`config.mk`:
```
export PLATFORM = sky130hd
export DESIGN_NAME = circular_queue
export DESIGN_NICKNAME = d
export VERILOG_FILES = /design/src/rtl/core/cq_pkg.sv /design/src/rtl/core/circular_queue.sv /design/src/rtl/core/cq_cell.sv
export SDC_FILE = /design/constraint.sdc
export NUM_CORES = 1
export LEC_CHECK = 0
export BUFFER_PORTS_ARGS = -buffer_cell sky130_fd_sc_hd__buf_4
export CAP_MARGIN = 25
export CORE_MARGIN = 3
export CORE_UTILIZATION = 50
export CTS_CLUSTER_SIZE = 40
export DETAILED_ROUTE_END_ITERATION = 7
export GPL_TIMING_DRIVEN = 0
export PLACE_DENSITY = 0.68
export SKIP_LAST_GASP = 1
export SYNTH_ARGS = -nofsm -noshare
export SYNTH_HDL_FRONTEND = slang
export SYNTH_SLANG_ARGS = --single-unit
```
`constraint.sdc`:
```
create_clock -name clk -period 5.79 [get_ports clk]
set_clock_uncertainty 0.1 [all_clocks]
set_input_delay 0.579 -clock clk [delete_from_list [all_inputs] [get_ports clk]]
set_output_delay 0.579 -clock clk [all_outputs]
set_load 0.005 [all_outputs]
```
`src/rtl/core/cq_pkg.sv`:
```
// ----------------------------------------------------------------------------
// cq_pkg
// Shared types and constants of the circular queue: field widths, operation
// and status codes, and the control word that steers each storage cell.
// ----------------------------------------------------------------------------
`default_nettype none

package cq_pkg;

    localparam int DATA_W        = 32;
    localparam int FUNC_W        = 2;
    localparam int STATUS_W      = 2;
    localparam int OCC_W         = 4;
    localparam int DEPTH_DEFAULT = 16;

    typedef enum logic [FUNC_W-1:0] {
        FUNC_ENQ   = 2'd0,
        FUNC_DEQ   = 2'd1,
        FUNC_PEEK  = 2'd2,
        FUNC_CLEAR = 2'd3
    } func_t;

    typedef enum logic [STATUS_W-1:0] {
        ST_OK    = 2'd0,
        ST_FULL  = 2'd1,
        ST_EMPTY = 2'd2
    } status_t;

    // Broadcast to every cell in the chain each cycle.
    typedef struct packed {
        logic shift;   // take the word of the neighbor behind
        logic enq;     // the cell at the fill position loads the pushed word
    } cell_ctrl_t;

endpackage

`default_nettype wire

```
`src/rtl/core/circular_queue.sv`:
```
// ----------------------------------------------------------------------------
// circular_queue
// FIFO of signed 32-bit words holding at most DEPTH-1 entries, built as a
// chain of cells with the oldest word always in the first cell.
//
// Usage: each transfer on the input channel (func, push_value) carries one
// request: enqueue, dequeue, peek or clear. Each request produces exactly one
// transfer on the output channel with status, read_value, occupancy and
// is_empty. Requests are taken back to back as long as the output
// side keeps up: throughput is one request per cycle, and the result appears
// in the output register in the cycle after the request transfer. A dequeue
// moves every cell one step toward the head in that same cycle; an enqueue
// loads the cell at the current fill count. The single output register sets
// the pacing: while it holds a result that the receiver stalls, in_stall is
// raised and no request is taken. Reset empties the queue at once (the fill
// count returns to zero) and drops any pending result; cell contents are not
// cleared. occupancy is the fill count modulo 16.
// ----------------------------------------------------------------------------
`default_nettype none

module circular_queue
    import cq_pkg::*;
#(
    parameter int DEPTH = DEPTH_DEFAULT
) (
    input  wire logic                       clk,
    input  wire logic                       rst_n,

    input  wire logic                       in_valid,
    output      logic                       in_stall,
    input  wire logic [FUNC_W-1:0]          func,
    input  wire logic signed [DATA_W-1:0]   push_value,

    output      logic                       out_valid,
    input  wire logic                       out_stall,
    output      logic [STATUS_W-1:0]        status,
    output      logic signed [DATA_W-1:0]   read_value,
    output      logic [OCC_W-1:0]           occupancy,
    output      logic                       is_empty
);

    localparam int NCELL = DEPTH - 1;
    localparam int CNT_W = (DEPTH > 2) ? $clog2(DEPTH) : 1;

    logic [CNT_W-1:0]         count_reg;
    logic [CNT_W-1:0]         count_next;
    logic                     out_valid_reg;
    status_t                  status_reg;
    logic signed [DATA_W-1:0] read_value_reg;
    logic [OCC_W-1:0]         occupancy_reg;
    logic                     is_empty_reg;

    status_t                  status_next;
    logic signed [DATA_W-1:0] read_value_next;
    cell_ctrl_t               ctrl;
    logic                     in_fire;
    logic                     q_empty;
    logic                     q_full;

    logic signed [DATA_W-1:0] words [NCELL];

    assign in_stall = out_valid_reg && out_stall;
    assign in_fire  = in_valid && !in_stall;
    assign q_empty  = (count_reg == '0);
    assign q_full   = (count_reg == CNT_W'(DEPTH - 1));

    always_comb
    begin
        count_next      = count_reg;
        status_next     = ST_OK;
        read_value_next = '0;
        ctrl            = '0;
        unique case (func_t'(func))
            FUNC_ENQ:
            begin
                if (q_full)
                begin
                    status_next = ST_FULL;
                end
                else
                begin
                    ctrl.enq   = in_fire;
                    count_next = count_reg + CNT_W'(1);
                end
            end
            FUNC_DEQ:
            begin
                if (q_empty)
                begin
                    status_next = ST_EMPTY;
                end
                else
                begin
                    read_value_next = words[0];
                    ctrl.shift      = in_fire;
                    count_next      = count_reg - CNT_W'(1);
                end
            end
            FUNC_PEEK:
            begin
                if (q_empty)
                begin
                    status_next = ST_EMPTY;
                end
                else
                begin
                    read_value_next = words[0];
                end
            end
            FUNC_CLEAR:
            begin
                count_next = '0;
            end
            default:
            begin
                count_next = count_reg;
            end
        endcase
    end

    // The tail cell has no neighbor behind it and simply keeps its word.
    for (genvar i = 0; i < NCELL; i++)
    begin : g_cell
        logic signed [DATA_W-1:0] behind;
        if (i == NCELL - 1)
        begin : g_tail
            assign behind = words[i];
        end
        else
        begin : g_mid
            assign behind = words[i+1];
        end

        cq_cell #(
            .CNT_W (CNT_W),
            .POS   (i)
        ) u_cell (
            .clk       (clk),
            .ctrl      (ctrl),
            .count     (count_reg),
            .push_word (push_value),
            .next_word (behind),
            .word      (words[i])
        );
    end

    always_ff @(posedge clk or negedge rst_n)
    begin
        if (!rst_n)
        begin
            count_reg     <= '0;
            out_valid_reg <= 1'b0;
        end
        else
        begin
            if (in_fire)
            begin
                count_reg     <= count_next;
                out_valid_reg <= 1'b1;
            end
            else if (!out_stall)
            begin
                out_valid_reg <= 1'b0;
            end
        end
    end

    always_ff @(posedge clk)
    begin
        if (in_fire)
        begin
            status_reg     <= status_next;
            read_value_reg <= read_value_next;
            occupancy_reg  <= OCC_W'(count_next);
            is_empty_reg   <= (count_next == '0);
        end
    end

    assign out_valid  = out_valid_reg;
    assign status     = status_reg;
    assign read_value = read_value_reg;
    assign occupancy  = occupancy_reg;
    assign is_empty   = is_empty_reg;

    a_count_bound: assert property (@(posedge clk) disable iff (!rst_n)
        count_reg <= CNT_W'(DEPTH - 1))
        else $error("fill count beyond capacity");

    a_clear_empties: assert property (@(posedge clk) disable iff (!rst_n)
        (in_fire && func == FUNC_CLEAR) |=> (count_reg == '0 && is_empty_reg
            && status_reg == ST_OK && out_valid_reg))
        else $error("clear did not empty the queue");

    a_full_refused: assert property (@(posedge clk) disable iff (!rst_n)
        (in_fire && func == FUNC_ENQ && q_full) |=> (status_reg == ST_FULL
            && $stable(count_reg)))
        else $error("enqueue on full queue not refused");

    a_empty_refused: assert property (@(posedge clk) disable iff (!rst_n)
        (in_fire && (func == FUNC_DEQ || func == FUNC_PEEK) && q_empty)
            |=> (status_reg == ST_EMPTY && read_value_reg == '0
            && count_reg == '0))
        else $error("read of empty queue not refused");

    a_held_result: assert property (@(posedge clk) disable iff (!rst_n)
        (out_valid_reg && out_stall) |=> (out_valid_reg && $stable(status_reg)
            && $stable(read_value_reg) && $stable(count_reg)))
        else $error("stalled result or queue state changed");

endmodule

`default_nettype wire

```
`src/rtl/core/cq_cell.sv`:
```
// ----------------------------------------------------------------------------
// cq_cell
// One storage cell of the queue chain. It either takes the word of its
// neighbor toward the tail, loads the pushed word when it is the fill
// position, or holds.
// ----------------------------------------------------------------------------
`default_nettype none

module cq_cell
    import cq_pkg::*;
#(
    parameter int CNT_W = 4,
    parameter int POS   = 0
) (
    input  wire logic                     clk,
    input  wire cell_ctrl_t               ctrl,
    input  wire logic [CNT_W-1:0]         count,
    input  wire logic signed [DATA_W-1:0] push_word,
    input  wire logic signed [DATA_W-1:0] next_word,
    output      logic signed [DATA_W-1:0] word
);

    logic signed [DATA_W-1:0] word_reg;

    always_ff @(posedge clk)
    begin
        if (ctrl.shift)
        begin
            word_reg <= next_word;
        end
        else if (ctrl.enq && (count == CNT_W'(POS)))
        begin
            word_reg <= push_word;
        end
    end

    assign word = word_reg;

endmodule

`default_nettype wire
```
# After elaboration in Yosys (flattened, before gate mapping)
# Cells that the tools add are included.
# classes
n_bitwise	2
n_reduce_logical	38
n_mux	40
n_eq_ne	19
addsub	2
# op_table
op	n
32-bit two-way mux	28
4-bit == test (second input constant)	8
2-bit nonzero test	14
1-bit logical AND	17
4-bit by 3-bit == test with 1-bit output (second input constant)	4
4-bit one-hot mux with 3 select lines	1
4-bit by 2-bit == test with 1-bit output (second input constant)	2
4-bit logical NOT	2
4-bit two-way mux	2
1-bit two-way mux	7
4-bit by 1-bit adder with 4-bit output (second input constant)	1
2-bit == test (second input constant)	2
4-bit by 1-bit == test with 1-bit output (second input constant)	1
2-bit one-hot mux with 2 select lines	1
2-bit OR reduction	2
4-bit by 1-bit subtractor with 4-bit output (second input constant)	1
2-bit by 1-bit == test with 1-bit output (second input constant)	1
2-bit logical NOT	1
2-bit two-way mux	1
2-bit by 1-bit inequality test with 1-bit output (second input constant)	1
1-bit inverter	2
2-bit AND reduction	1
1-bit logical NOT	1
# totals
output_inout_bits	41
regBits	524
inputBits	38
wordCells	122

# Logic depth before layout (Yosys ltp)
# depth
ltp_word	8
depth_mapped	10
mapped_depth_nobuf	6

# Cells and area by module
# From an unflattened synthesis, not the netlist that was laid out.
# unflattened
hier_cells	1197
area_unflattened_um2	24723.7
# modules_own_cells
module	cells_each	seq_area_each_um2	n_inst	area_per_inst_um2
cq_cell at g_cell[10].u_cell ...	70	960.9	10	1517.7
cq_cell at g_cell[0].u_cell ...	70	960.9	5	1515.2
circular_queue	147	1296.2	1	1970.6

# Worst setup path before layout
# OpenSTA, ideal clock, no wires.
# synth_path
kind	input port to flip-flop
from	input port out_stall
to	register g_cell[0].u_cell.word_reg[0] (enable)
t_required_ps	5220
arrival_time_ps	4399
path_stages	2
path_buffers	0
path_slack_ps	820
path_cell_list	a21boi_2 -> a21boi_0
# synth_via
elab_chain_cells	7
# synth_rtl
item	line_no	text
from (decl)	circular_queue.sv:35	input wire logic out_stall,
1-bit logical AND *	circular_queue.sv:62	assign in_stall = out_valid_reg && out_stall;
1-bit logical NOT *	circular_queue.sv:63	assign in_fire = in_valid && !in_stall;
1-bit logical AND *	circular_queue.sv:63	
1-bit two-way mux	circular_queue.sv:76	if (q_full)
1-bit two-way mux	circular_queue.sv:73	unique case (func_t'(func))
1-bit logical AND	cq_cell.sv:31	else if (ctrl.enq && (count == CNT_W'(POS)))
2-bit nonzero test (no source line) *	n/a	
to (signal assigned)	cq_cell.sv:29	word_reg <= next_word;
to (signal assigned)	cq_cell.sv:33	word_reg <= push_word;
to (decl)	cq_cell.sv:23	logic signed [DATA_W-1:0] word_reg;
# Every way passes the cells marked *; elsewhere a longest branch is shown, timed or not.
# A chain may end at the register's enable or synchronous reset.

# Worst setup path in the final report
# layout_path
from	register count_reg[1]
to	register g_cell[5].u_cell.word_reg[2] (enable)
# layout_via
elab_chain_cells	5
# layout_rtl
item	line_no	text
from (decl)	circular_queue.sv:45	logic [CNT_W-1:0] count_reg;
from (signal assigned)	circular_queue.sv:158	count_reg <= count_next;
4-bit == test	circular_queue.sv:65	assign q_full = (count_reg == CNT_W'(DEPTH - 1));
1-bit two-way mux	circular_queue.sv:76	
1-bit two-way mux	circular_queue.sv:73	
1-bit logical AND	cq_cell.sv:31	
2-bit nonzero test (no source line) *	n/a	
to (signal assigned)	cq_cell.sv:29	
to (signal assigned)	cq_cell.sv:33	
to (decl)	cq_cell.sv:23	
# Marked as above.

==> key figures <==
Status
  • Status: completed

Synthesis
  • Number of synthesized flops with an enable pin: 519
  • Yosys reg bits: 524
  • Gate Count Post-Synth: between 1000 and 1500
  • Commonest cells post-synth: edfxtp_1 (519), a21o_1 (461), buf_6 (46), and3_1 (34)
  • Post-Synth Simple-Gate Area: 3.67%
  • Syn nets: ~1300
  • Mapped Area: 0.0211 sq mm
  • Top cell type's share of synthesized area: about 74%
  • Synth warn: 0
  • Synthesized area per cell: 17.4 sq um
  • Most instantiated library cell after synthesis: edfxtp_1
  • Synth Area in Adders: 0.475%
  • Largest area contributor in the netlist: edfxtp_1
  • Sequential-to-total area share from yosys stat: between 70% and 80%
  • Most common flop cell mapped by yosys: edfxtp_1
  • Synth area leaders: edfxtp_1 (74%), a21o_1 (16%), buf_6 (2.5%), nor2b_4 (1.8%), and3_1 (1.0%)
  • Compound-Gate Fraction of Synth Area: 16.8%
  • Netlist cell types: 39
  • Ys async rst share: less than 1%
  • Post-synthesis mux area share: 0.404%
  • Post-Synth XOR/XNOR Area: 0%
  • Main combinational cell family by area after synthesis: compound AO/OA/AOI/OAI gates

Critical path
  • Critical path arrival: around 3.8 ns
  • Setup crit end kind: register
  • CP Data Required Time: between 5 and 6 ns
  • CP Class: register to register
  • Reg2reg setup slack: 2.16 ns
  • Crit-path max FO: 21
  • Critical path launch point type: register

Clock tree
  • H-tree levels: 2
  • Clock buffer count from CTS: 50
  • Post-CTS sizing: 0
  • Clock tree from TritonCTS: yes
  • Worst-path clk slew: 0.06 ns
  • Root Buffer: clkbuf_16
  • Max clock buf depth: 3
  • # clock sinks: 524
  • Clock latency at the later pin of the worst-skew pair: roughly 0.57 ns

Die
  • DIE AREA: 0.0446 sq mm
  • Initial core utilization: 51.1%
  • Core Box Area: 0.0412 sq mm
  • # IOs: 79
  • Die width: 211 um
  • Site row count: 74
  • Die Height: 211 um

Timing
  • F_max: 0.275 GHz
  • Final min period: roughly 3.6 ns
  • Final hold vios: 0
  • Max-slew violations: 0
  • Setup TNS: 0 ns
  • Number of setup violations in the final report: 0
  • Relative slew slack: 32.0%
  • RSZ-0062 raised after global routing: no
  • Worst slew pin tran: 1.02 ns
  • WHS: 0.0864 ns
  • Fin crit share: 62.8%

Power
  • Leak: 10.5 nW
  • VDD IR max: 0.226 mV
  • Power Density: 376 mW/mm^2

Finish
  • Final non-filler cell area: about 0.024 sq mm
  • Layout cells sized above 1: 20.4%
  • P&R area growth vs syn: 14.8%
  • Inserted Diodes: 0
  • Filler cells: roughly 3100
  • Fin nets: 1401
  • Largest register FFs: 480

Global route
  • GRT Resource Usage Total: 21.0%
  • GR Overflow Total: 0
  • Largest net degree at the start of global routing: 32
  • Vias in the first global route: roughly 11000
  • Initial antenna violation count: 1
  • Global-route wire length before repair: between 60000 and 70000 um

Routing
  • Drt first pass iters: 5
  • Drt drc: 0
  • Starting DRT DRC Count: 1155
  • Routed wire length: 46500 um
  • Detail Route Antenna Nets: 0
  • Vias: around 11000
  • Vias/cell: 5.82
  • DR WL/cell: 24.2 um

Placement
  • PortBufs: 78
  • Post-DP HPWL: 30100 um
  • Post-DP Area: 0.0227 sq mm
  • RePlAce Congestion: 0.803

Job
  • Maxcap violations: 0

Hold path
  • Hold crit path type: input port to register
## worst max-delay path, cell delays in order, from the launching register on
cell      delay [ns]
dfrtp_1         0.51
inv_1           0.11
ha_1            0.30
or3b_1          0.23
buf_6           0.14
and3_1          0.18
buf_6           0.18
buf_6           0.19
clkbuf_1        0.68
a21o_2          0.43
buf_12          0.26
## power breakdown
group	switching [mW]	leakage [nW]	internal, mW
logic	0.800	4.98	0.556
registers	0.0845	4.80	4.60
clock network	1.34	0.726	1.71
## per-layer routing
layer,global-route usage [%],routed length [um],vias to the layer above
met3,3.19,2760,90
met4,6.56,1430,2
met2,35.3,22700,357
li1,-,-,4959
met5,0,12,-
met1,28.7,19600,5768
## logic make-up (layout without fill, tap and decap cells)
family	count (synthesis)	in the layout
simple gates	91	91
flops	524	524
mux	8	8
compound gates	473	473
fa+ha+maj	8	8
buf+inv	104	285
## stage by stage
step | std cells | worst slack, ns | power, mW | utilization [%]
floorplan | 1208 | 0.820 | 5.59 | -
global placement | 1818 | -0.665 | 6.03 | 54.2
detailed placement | 1834 | 1.87 | 6.12 | 55.1
CTS | 1921 | 2.13 | 9.15 | 58.7
global route | 1921 | 2.00 | 9.41 | 58.7
finish | 1921 | 2.16 | 9.09 | 58.7
## placed cells by master, fill, tap and decap left out, types with 3 or more instances in the layout
cell	count
clkbuf_1	30
ha_1	8
buf_6	46
mux2i_1	4
dfrtp_1	5
nor3b_1	3
a21o_2	13
a21o_1	448
buf_4	106
and3_1	34
edfxtp_1	519
nor2b_4	28
mux2_2	4
nand2_1	4
buf_12	14
nor2b_1	5
nor3_1	4
clkinv_1	14
inv_1	6
clkbuf_16	53
buf_2	5
clkinv_2	4
nand3_1	3
## timing repair
item,4_1_cts,5_1_grt
buffers inserted,0,0
hold buffers,1,0
setup endpoints to repair,0,0
hold endpoints to repair,5,0
## final timing paths
check / from / endpoint / cells past startpoint
max in group asynchronous: rst_n / out_valid / 2
worst min-delay path: push_value[5] / g_cell[14].u_cell.word[5] / 1
worst min register to register: g_cell[3].u_cell.word[7] / g_cell[2].u_cell.word[7] / 1
worst max register to register: count_reg[1] / g_cell[5].u_cell.word[2] / 10
worst max-delay path: count_reg[1] / g_cell[5].u_cell.word[2] / 10
min in group asynchronous: rst_n / count_reg[0] / 2
## final cells by class
cell class	instances	area, sq um	share of cell area [%]
sequential	524	15700	64.9
timing repair buffer	95	931	3.85
clock inverter	20	110	0.455
clock buffer	66	1390	5.72
tap	532	666	2.75
buffer	98	836	3.45
inverter	6	22.5	0.0931
multi-input combinational	580	4540	18.8
No activity file was read; power rests on OpenSTA's default activity.
